<file path="config.mk">
export PLATFORM = sky130hd
export DESIGN_NAME = transno_age_slot_table
export DESIGN_NICKNAME = d
export VERILOG_FILES = /design/src/hdl/tast_pkg.sv /design/src/hdl/transno_age_slot_table.sv /design/src/hdl/tast_div.sv
export VERILOG_INCLUDE_DIRS = /design/src /design/src/hdl
export SDC_FILE = /design/constraint.sdc
export NUM_CORES = 2
export LEC_CHECK = 0
export BUFFER_PORTS_ARGS = -buffer_cell sky130_fd_sc_hd__buf_2
export CORE_UTILIZATION = 55
export DETAILED_ROUTE_END_ITERATION = 8
export HOLD_SLACK_MARGIN = 0.02
export PLACE_DENSITY = 0.84
export SYNTH_ARGS = -nofsm -noshare
export SYNTH_HDL_FRONTEND = slang
export SYNTH_SLANG_ARGS = --single-unit
</file>
<file path="constraint.sdc">
create_clock -name clk_i -period 7.95 [get_ports clk_i]
set_input_delay 0 -clock clk_i [delete_from_list [all_inputs] [get_ports clk_i]]
set_output_delay 0 -clock clk_i [all_outputs]
set_load 0.01 [all_outputs]
</file>
<file path="src/hdl/transno_age_slot_table_macros.svh">
// Assertion helpers for the age slot table
`ifndef TRANSNO_AGE_SLOT_TABLE_MACROS_SVH
`define TRANSNO_AGE_SLOT_TABLE_MACROS_SVH

// same-cycle implication, clocked on clk_i, quiet in reset
`define TAST_ASSERT_NOW(lbl, ante, cons) \
  lbl: assert property (@(posedge clk_i) disable iff (!rst_ni) (ante) |-> (cons)) \
    else $error("tast: check failed");

// next-cycle implication
`define TAST_ASSERT_NXT(lbl, ante, cons) \
  lbl: assert property (@(posedge clk_i) disable iff (!rst_ni) (ante) |=> (cons)) \
    else $error("tast: check failed");

`endif

</file>
<file path="src/hdl/tast_pkg.sv">
package tast_pkg;

  localparam int TIME_W    = 32;
  localparam int TN_W      = 64;
  localparam int CMD_W     = 2;
  localparam int CFG_IDX_W = 1;
  localparam int NSLOT_W   = 5;

  // request commands
  localparam logic [CMD_W-1:0] CMD_UPDATE  = 2'd0;
  localparam logic [CMD_W-1:0] CMD_LOOKUP  = 2'd1;
  localparam logic [CMD_W-1:0] CMD_RESCALE = 2'd2;

  // configuration register indexes
  localparam logic [CFG_IDX_W-1:0] REG_STALE_AGE = 1'd0;
  localparam logic [CFG_IDX_W-1:0] REG_NUM_SLOTS = 1'd1;

  localparam logic [NSLOT_W-1:0] NUM_SLOTS_RST = 5'd16;

endpackage

</file>
<file path="src/hdl/transno_age_slot_table.sv">
// Channel | dir | handshake            | payload
// in      | in  | in_valid_i/in_stall_o | command, now_seconds, new_transno,
//         |     |                       | committed_key, new_age
// out     | out | out_valid_o/out_stall_i | seen_time, slots_shifted
// cfg     | in  | cfg_we_i              | cfg_idx_i, cfg_wdata_i
//
// One request at a time; the shared bit-serial divider (NW = 32 + slot bits
// wide) sets the pace. The slot memory has one valid bit per entry, so reset
// takes effect at once. A result waits in the output register while the next
// request is taken; the block stalls its input until it is back in idle.
module transno_age_slot_table import tast_pkg::*; #(
  parameter int MAX_SLOTS = 16
) (
  input  logic                                  clk_i,
  input  logic                                  rst_ni,
  input  logic                                  in_valid_i,
  output logic                                  in_stall_o,
  input  logic [CMD_W-1:0]                      command_i,
  input  logic [TIME_W-1:0]                     now_seconds_i,
  input  logic [TN_W-1:0]                       new_transno_i,
  input  logic [TN_W-1:0]                       committed_key_i,
  input  logic [TIME_W-1:0]                     new_age_i,
  output logic                                  out_valid_o,
  input  logic                                  out_stall_i,
  output logic [TIME_W-1:0]                     seen_time_o,
  output logic [$clog2(MAX_SLOTS+1)-1:0]        slots_shifted_o,
  input  logic                                  cfg_we_i,
  input  logic [CFG_IDX_W-1:0]                  cfg_idx_i,
  input  logic [TIME_W-1:0]                     cfg_wdata_i
);

`include "transno_age_slot_table_macros.svh"

  localparam int SW = $clog2(MAX_SLOTS + 1);
  localparam int IW = (MAX_SLOTS > 1) ? $clog2(MAX_SLOTS) : 1;
  localparam int NW = TIME_W + SW;
  localparam int CW = (SW > NSLOT_W) ? SW : NSLOT_W;

  localparam logic [3:0] S_IDLE = 4'd0;
  localparam logic [3:0] S_DISP = 4'd1;
  localparam logic [3:0] S_RMUL = 4'd2;
  localparam logic [3:0] S_DGO  = 4'd3;
  localparam logic [3:0] S_DWT  = 4'd4;
  localparam logic [3:0] S_CRD  = 4'd5;
  localparam logic [3:0] S_CWR  = 4'd6;
  localparam logic [3:0] S_UFIN = 4'd7;
  localparam logic [3:0] S_SRD  = 4'd8;
  localparam logic [3:0] S_SCMP = 4'd9;
  localparam logic [3:0] S_LMUL = 4'd10;
  localparam logic [3:0] S_LSUB = 4'd11;
  localparam logic [3:0] S_OUT  = 4'd12;

  logic [3:0]          state_q;
  logic [TIME_W-1:0]   age_q, base_q;
  logic [NSLOT_W-1:0]  nslots_q;
  logic [CMD_W-1:0]    cmd_q;
  logic [TIME_W-1:0]   now_q, nage_q, prod_q, res_seen_q, out_seen_q;
  logic [TN_W-1:0]     tn_q, key_q;
  logic [SW-1:0]       idx_q, k_q, res_shift_q, out_shift_q;
  logic                hit_q, grow_q, zero_q, out_valid_q;
  logic [NW-1:0]       n_q, mnum_q;
  logic [TIME_W-1:0]   den_q;
  logic [IW-1:0]       src_q;

  logic [TN_W-1:0]     mem [MAX_SLOTS];
  logic [MAX_SLOTS-1:0] vld_q;
  logic [TN_W-1:0]     rd_data_q, rd_val;
  logic                rd_vld_q;

  logic                in_acc, out_free, div_start, div_done;
  logic [NW-1:0]       div_quot;
  logic [CW-1:0]       nsl_ext;
  logic [SW-1:0]       s_eff, s_m1;
  logic [IW-1:0]       usrc, rd_addr, wr_addr;
  logic                mem_re, mem_we;
  logic [TN_W-1:0]     wr_data;
  logic [TIME_W-1:0]   dt;

  assign in_acc   = in_valid_i && !in_stall_o;
  assign out_free = !out_valid_q || !out_stall_i;
  assign in_stall_o = (state_q != S_IDLE);

  // elapsed time, wraps at 32 bits
  assign dt = now_q - base_q;

  // effective slot count
  assign nsl_ext = CW'(nslots_q);
  always_comb begin
    if (nsl_ext == '0) begin
      s_eff = SW'(1);
    end else if (nsl_ext > CW'(MAX_SLOTS)) begin
      s_eff = SW'(MAX_SLOTS);
    end else begin
      s_eff = SW'(nsl_ext);
    end
  end
  assign s_m1 = s_eff - 1'b1;

  // update source slot: i-n, or slot 0 once the gap passes it
  assign usrc = (NW'(idx_q) > n_q) ? IW'(idx_q - SW'(n_q)) : '0;

  // memory port control
  assign mem_re  = (state_q == S_CRD) || (state_q == S_SRD);
  assign rd_addr = (state_q == S_SRD) ? IW'(idx_q) :
                   ((cmd_q == CMD_UPDATE) ? usrc : src_q);
  assign mem_we  = (state_q == S_CWR) || (state_q == S_UFIN);
  assign wr_addr = (state_q == S_UFIN) ? '0 : IW'(idx_q);
  assign wr_data = (state_q == S_UFIN) ? tn_q : (zero_q ? '0 : rd_val);
  assign rd_val  = rd_vld_q ? rd_data_q : '0;

  always_ff @(posedge clk_i) begin
    if (mem_we) begin
      mem[wr_addr] <= wr_data;
    end
    if (mem_re) begin
      rd_data_q <= mem[rd_addr];
    end
  end

  always_ff @(posedge clk_i or negedge rst_ni) begin
    if (!rst_ni) begin
      vld_q    <= '0;
      rd_vld_q <= 1'b0;
    end else begin
      if (mem_we) begin
        vld_q[wr_addr] <= 1'b1;
      end
      if (mem_re) begin
        rd_vld_q <= vld_q[rd_addr];
      end
    end
  end

  assign div_start = (state_q == S_DGO);

  tast_div #(.NW(NW)) u_div (
    .clk_i   (clk_i),
    .rst_ni  (rst_ni),
    .start_i (div_start),
    .num_i   (mnum_q),
    .den_i   (den_q),
    .done_o  (div_done),
    .quot_o  (div_quot)
  );

  // configuration registers
  always_ff @(posedge clk_i or negedge rst_ni) begin
    if (!rst_ni) begin
      age_q    <= '0;
      nslots_q <= NUM_SLOTS_RST;
    end else if (cfg_we_i) begin
      case (cfg_idx_i)
        REG_STALE_AGE: age_q    <= cfg_wdata_i;
        REG_NUM_SLOTS: nslots_q <= cfg_wdata_i[NSLOT_W-1:0];
        default: ;
      endcase
    end
  end

  // sequencer
  always_ff @(posedge clk_i or negedge rst_ni) begin
    if (!rst_ni) begin
      state_q     <= S_IDLE;
      base_q      <= '0;
      out_valid_q <= 1'b0;
    end else begin
      // output register: set on leaving S_OUT, cleared once taken
      if (state_q == S_OUT && out_free) begin
        out_valid_q <= 1'b1;
      end else if (!out_stall_i) begin
        out_valid_q <= 1'b0;
      end
      case (state_q)
        S_IDLE: begin
          if (in_acc) state_q <= S_DISP;
        end
        S_DISP: begin
          case (cmd_q)
            CMD_UPDATE:  state_q <= (age_q == '0) ? S_OUT : S_DGO;
            CMD_LOOKUP:  state_q <= (age_q == '0) ? S_OUT : S_SRD;
            CMD_RESCALE: state_q <= (age_q == '0) ? S_OUT : S_RMUL;
            default:     state_q <= S_OUT;
          endcase
        end
        S_RMUL: state_q <= S_DGO;
        S_DGO:  state_q <= S_DWT;
        S_DWT: begin
          if (div_done) begin
            case (cmd_q)
              CMD_UPDATE: begin
                if (div_quot == '0)          state_q <= S_OUT;
                else if (s_m1 == '0)         state_q <= S_UFIN;
                else                         state_q <= S_CRD;
              end
              CMD_LOOKUP: state_q <= S_LMUL;
              default: begin
                if (div_quot >= NW'(s_eff) && !grow_q) begin
                  state_q <= (idx_q == '0) ? S_OUT : S_RMUL;
                end else begin
                  state_q <= S_CRD;
                end
              end
            endcase
          end
        end
        S_CRD: state_q <= S_CWR;
        S_CWR: begin
          if (cmd_q == CMD_UPDATE) begin
            state_q <= (idx_q == SW'(1)) ? S_UFIN : S_CRD;
          end else if (grow_q) begin
            state_q <= (idx_q == s_m1) ? S_OUT : S_RMUL;
          end else begin
            state_q <= (idx_q == '0) ? S_OUT : S_RMUL;
          end
        end
        S_UFIN: begin
          base_q  <= now_q;
          state_q <= S_OUT;
        end
        S_SRD: state_q <= S_SCMP;
        S_SCMP: begin
          if (idx_q != s_m1)                          state_q <= S_SRD;
          else if (hit_q || key_q <= rd_val)          state_q <= S_DGO;
          else                                        state_q <= S_OUT;
        end
        S_LMUL: state_q <= S_LSUB;
        S_LSUB: state_q <= S_OUT;
        S_OUT: begin
          if (out_free) begin
            state_q <= S_IDLE;
          end
        end
        default: state_q <= S_IDLE;
      endcase
    end
  end

  // datapath registers
  always_ff @(posedge clk_i) begin
    case (state_q)
      S_IDLE: begin
        if (in_acc) begin
          cmd_q  <= command_i;
          now_q  <= now_seconds_i;
          tn_q   <= new_transno_i;
          key_q  <= committed_key_i;
          nage_q <= new_age_i;
        end
      end
      S_DISP: begin
        res_seen_q  <= (cmd_q == CMD_LOOKUP && age_q == '0) ? now_q : '0;
        res_shift_q <= '0;
        hit_q       <= 1'b0;
        grow_q      <= age_q < nage_q;
        idx_q       <= (cmd_q == CMD_RESCALE && !(age_q < nage_q)) ? s_m1 : '0;
        mnum_q      <= NW'(dt) * NW'(s_eff);
        den_q       <= age_q;
      end
      S_RMUL: begin
        mnum_q <= NW'(idx_q) * NW'(nage_q);
        den_q  <= age_q;
      end
      S_DWT: begin
        if (div_done) begin
          n_q    <= div_quot;
          src_q  <= IW'(div_quot);
          zero_q <= (cmd_q == CMD_RESCALE) && (div_quot >= NW'(s_eff));
          if (cmd_q == CMD_UPDATE) begin
            idx_q <= s_m1;
          end else if (cmd_q == CMD_RESCALE && div_quot >= NW'(s_eff) && !grow_q) begin
            idx_q <= idx_q - 1'b1;
          end
        end
      end
      S_CWR: begin
        if (cmd_q == CMD_UPDATE || !grow_q) begin
          idx_q <= idx_q - 1'b1;
        end else begin
          idx_q <= idx_q + 1'b1;
        end
      end
      S_UFIN: begin
        res_shift_q <= (n_q > NW'(MAX_SLOTS)) ? SW'(MAX_SLOTS) : SW'(n_q);
      end
      S_SCMP: begin
        if (key_q <= rd_val) begin
          k_q   <= idx_q;
          hit_q <= 1'b1;
        end
        if (idx_q != s_m1) begin
          idx_q <= idx_q + 1'b1;
        end else begin
          res_seen_q <= now_q;
          mnum_q     <= NW'(age_q);
          den_q      <= TIME_W'(s_eff);
        end
      end
      S_LMUL: prod_q <= div_quot[TIME_W-1:0] * TIME_W'(k_q);
      S_LSUB: res_seen_q <= base_q - prod_q;
      S_OUT: begin
        if (out_free) begin
          out_seen_q  <= res_seen_q;
          out_shift_q <= res_shift_q;
        end
      end
      default: ;
    endcase
  end

  assign out_valid_o     = out_valid_q;
  assign seen_time_o     = out_seen_q;
  assign slots_shifted_o = out_shift_q;

  `TAST_ASSERT_NXT(a_acc_disp, in_acc, state_q == S_DISP)
  `TAST_ASSERT_NOW(a_div_wait, div_done, state_q == S_DWT)
  `TAST_ASSERT_NOW(a_we_state, mem_we, cmd_q != CMD_LOOKUP)
  `TAST_ASSERT_NXT(a_out_load, (state_q == S_OUT) && out_free,
                   out_valid_o && (state_q == S_IDLE))

endmodule

</file>
<file path="src/hdl/tast_div.sv">
// Restoring divider, one quotient bit per cycle
module tast_div import tast_pkg::*; #(
  parameter int NW = 37
) (
  input  logic              clk_i,
  input  logic              rst_ni,
  input  logic              start_i,
  input  logic [NW-1:0]     num_i,
  input  logic [TIME_W-1:0] den_i,
  output logic              done_o,
  output logic [NW-1:0]     quot_o
);

  localparam int CNTW = $clog2(NW + 1);

  logic [CNTW-1:0]   cnt_q;
  logic              busy_q, done_q;
  logic [TIME_W-1:0] rem_q;
  logic [NW-1:0]     quo_q;
  logic [TIME_W-1:0] den_q;
  logic [TIME_W:0]   shifted, diff;
  logic              ge;

  // trial subtract
  assign shifted = {rem_q, quo_q[NW-1]};
  assign ge      = shifted >= {1'b0, den_q};
  assign diff    = shifted - {1'b0, den_q};

  always_ff @(posedge clk_i or negedge rst_ni) begin
    if (!rst_ni) begin
      busy_q <= 1'b0;
      done_q <= 1'b0;
      cnt_q  <= '0;
    end else begin
      done_q <= 1'b0;
      if (start_i) begin
        busy_q <= 1'b1;
        cnt_q  <= CNTW'(NW);
      end else if (busy_q) begin
        cnt_q <= cnt_q - 1'b1;
        if (cnt_q == CNTW'(1)) begin
          busy_q <= 1'b0;
          done_q <= 1'b1;
        end
      end
    end
  end

  always_ff @(posedge clk_i) begin
    if (start_i) begin
      rem_q <= '0;
      quo_q <= num_i;
      den_q <= den_i;
    end else if (busy_q) begin
      rem_q <= ge ? diff[TIME_W-1:0] : shifted[TIME_W-1:0];
      quo_q <= {quo_q[NW-2:0], ge};
    end
  end

  assign done_o = done_q;
  assign quot_o = quo_q;

endmodule
</file>
==> flow_summary.toml <==
[cts]
cts_buffers = 171
cts.clk_slew.worst_paths_ps = 70
cts_buffer_depth = 3
cts_tree = "built"
cts-root-buf = "clkbuf_16"
clock_latency_ps = 840
cts_max_level = 4
clock-sinks = 1707

[timing]
setup_tns_ps = 0
period_share = 0.9317
max-slew-margin-rel = 0.1327
hold_slack_ps = 102.6
skew_ps = 73.14
min_period_ps = 7407
hold_viol_final = 0
finalSetupViolCount = 0
rsz0062_at_grt = "false"
tightest_slew_ps = 1290
drv_slew = 0
fmax_mhz = 135.0

[synth]
synth_edf_count = 1576
synthesis.nets = 7896
synthCells = 7067
yosysWarnings = 0
synth_ff_type = "edfxtp_1"
yosysSeqAreaShare = 0.5798
ys_ff_latch = 1707
syn_area_sq_um = 87010
async_flop_share = 0.05800
avgSynthCellArea_sq_um = 12.31
synth.distinct_cells = 90

[global_route]
grt_pass1_vias = 63430
grt.overflow.total = 0
antenna_found_initial = 7
track_usage = 0.3166
grt_max_degree = 169
grt_pass1_wl_mm = 379.4

[drt]
drc = 0
vias = 62820
antenna_left = 0
wirelength_mm = 253.5
vias_per_cell = 6.260
drt-wirelength-per-cell_microns = 25.26
drtIter0Drc = 7568
drt_first_pass_iters = 6

[power]
internal-power_mw = 26.71
power.share.combinational = 0.551
power_per_cell_area_nw_per_um2 = 472.1
p_seq_frac = 0.273
peakVddDrop_v = 0.0004310
p_leak_nw = 40.18
p_sw_mw = 21.35
power_frac_clock = 0.176
switching_share = 0.4442

[placement]
place_congestion = 0.9807
hpwl_mm = 151.3
place_inst = 9221
io_buffers = 270

[setup_path]
cp-end-kind = "register"
cp_slowest_cell = "fa_1"
crit_required_ps = 8470
max_stage_delay_ps = 560
worstSetupStartpointType = "register"
path_max_fanout = 6
worstSetupPathType = "register to register"
cp.arrival_ps = 7930

[final_layout]
final_cells = 10040
drive_gt1_frac = 0.1065
syn2layout_area_growth_pct = 16.98
layout.nets = 8653
fillers = 10700

[floorplan]
pin_count = 271
die-area_sq_um = 159800
initial_core_util = 0.5557
core_sq_um = 156600
die_w_microns = 399.7
die_h_microns = 399.7
rows = 145

[hold_path]
hp-class = "input pin to register"

[run]
drv_cap = 0

[outcome]
status = "finished, final reports clean"
==> metrics by stage <==
stage | power [mW] | util | area, sq um | setup WS, ps
final | 48.06 | 0.6501 | 101800 | 543.4
after global routing | 50.82 | 0.6500 | 101800 | 118.0
after CTS | 47.33 | 0.6499 | 101800 | 427.8
after detailed placement | 38.57 | 0.5811 | 90980 | 478.6
after global placement | 37.96 | 0.5811 | 90980 | 597.1
after floorplan | 31.11 | - | 87010 | 1136
==> power by group through the flow <==
stage	Combinational (mW)	Clock (mW)	Sequential (mW)
finish	26.5	8.45	13.1
global route	28.8	8.83	13.2
floorplan	18.4	0	12.7
detailed placement	25.4	0	13.2
global placement	24.8	0	13.2
CTS	25.8	8.45	13.1
==> per-layer routing <==
layer / part of all wire / global-route usage
met1: 0.35 / 0.3809
met4: 0.069 / 0.1903
met3: 0.11 / 0.07253
met5: 0.00011 / 0.0003027
met2: 0.48 / 0.5200
==> synth_stat cells, drive strengths merged, types with 37 or more instances <==
master | number | area share
a21o | 103 | 0.0089
a21oi | 269 | 0.016
a311oi | 197 | 0.020
a31oi | 92 | 0.0066
and2 | 108 | 0.0078
buf | 116 | 0.0078
clkbuf | 214 | 0.0092
dfrtp | 98 | 0.028
edfxtp | 1576 | 0.54
fa | 267 | 0.061
ha | 330 | 0.047
inv | 448 | 0.019
mux2 | 169 | 0.022
mux2i | 285 | 0.033
nand2 | 1158 | 0.050
nand3 | 50 | 0.0029
nand4 | 44 | 0.0032
nor2 | 449 | 0.019
nor3 | 54 | 0.0031
nor4 | 37 | 0.0027
o21ai | 233 | 0.013
o31ai | 82 | 0.0071
or2 | 46 | 0.0033
xnor2 | 108 | 0.011
xor2 | 74 | 0.0074
==> layout make-up <==
type | instances | area (sq um) | area share
Timing Repair Buffer | 914 | 7565 | 0.07432
Clock inverter | 111 | 1358 | 0.01334
Clock buffer | 211 | 4522 | 0.04442
Inverter | 450 | 1690 | 0.01661
Multi-Input combinational cell | 4580 | 33620 | 0.3303
Antenna cell | 5 | 12.51 | 0.0001229
Tap cell | 2058 | 2575 | 0.02530
Sequential cell | 1707 | 50450 | 0.4956
==> registers in the layout (all words and copies together) (netlist names), 37 cells and up <==
| name | flops |
|---|---|
| mnum_q | 37 |
| mem | 1024 |
| u_div.quot_o | 37 |
| rd_data_q | 64 |
| n_q | 37 |
| key_q | 64 |
| tn_q | 64 |
==> cells by family (layout without fill, tap and decap cells) <==
group                      Yosys count  count (layout)  synth area share
other                                0               5                 0
muxes                              454             454           0.05466
AOI/OAI and AO/OA                 1250            1250           0.09807
xor gates and xnor gates           182             182           0.01832
DFF                               1707            1707            0.5798
adders and majority gates          597             597            0.1089
and+or+nand+nor                   2097            2097            0.1039
buffers and inverters              780            1686           0.03641
==> timing repair <==
action,in CTS,in global routing
endpoints found under the setup margin,0,3
hold buffers,488,0
buffers inserted,0,0
gates resized for setup,0,2
endpoints found under the hold margin,348,0
==> worst max-delay path: cells and delay by family, from the launching register on <==
kind	cells	cell delay, ps
AND/OR/NAND/NOR	6	1380
flip-flops	1	440
buffers and inverters	3	200
XOR/XNOR	1	400
AO/OA/AOI/OAI	12	2360
adder cells (fa/ha/maj)	5	2280
==> path summary, 6_finish.rpt <==
check | from | endpoint | slack [ps] | cells past startpoint
hold reg to reg | res_seen_q[11]$_DFFE_PP_ | seen_time_o[11]$_DFFE_PP_ | 390 | 0
setup reg to reg | base_q[1]$_DFFE_PN0P_ | mnum_q[31]$_DFFE_PP_ | 540 | 27
min in group asynchronous | rst_ni | age_q[25]$_DFFE_PN0P_ | 450 | 4
hold / removal | cfg_wdata_i[2] | nsl_ext[2]$_DFFE_PN0P_ | 100 | 3
max in group asynchronous | rst_ni | base_q[0]$_DFFE_PN0P_ | 6800 | 4
setup / recovery | base_q[1]$_DFFE_PN0P_ | mnum_q[31]$_DFFE_PP_ | 540 | 27
==> cell usage in the layout, fill, tap and decap left out, drive strengths merged, types with 21 or more instances in the layout <==
cell type | netlist | routed
a211oi | 28 | 28
a21o | 103 | 103
a21oi | 269 | 269
a22oi | 21 | 21
a311oi | 197 | 197
a31oi | 92 | 92
and2 | 108 | 108
and3 | 24 | 24
buf | 116 | 427
bufinv | 0 | 21
clkbuf | 214 | 211
clkinv | 2 | 76
dfrtp | 98 | 98
dfxtp | 32 | 32
dlygate4sd3 | 0 | 487
edfxtp | 1576 | 1576
fa | 267 | 267
ha | 330 | 330
inv | 448 | 456
mux2 | 169 | 169
mux2i | 285 | 285
nand2 | 1158 | 1158
nand2b | 35 | 35
nand3 | 50 | 50
nand4 | 44 | 44
nor2 | 449 | 449
nor2b | 35 | 35
nor3 | 54 | 54
nor4 | 37 | 37
o21a | 31 | 31
o21ai | 233 | 233
o21bai | 25 | 25
o31ai | 82 | 82
or2 | 46 | 46
xnor2 | 108 | 108
xor2 | 74 | 74
Power figures use the tool's default switching activity.
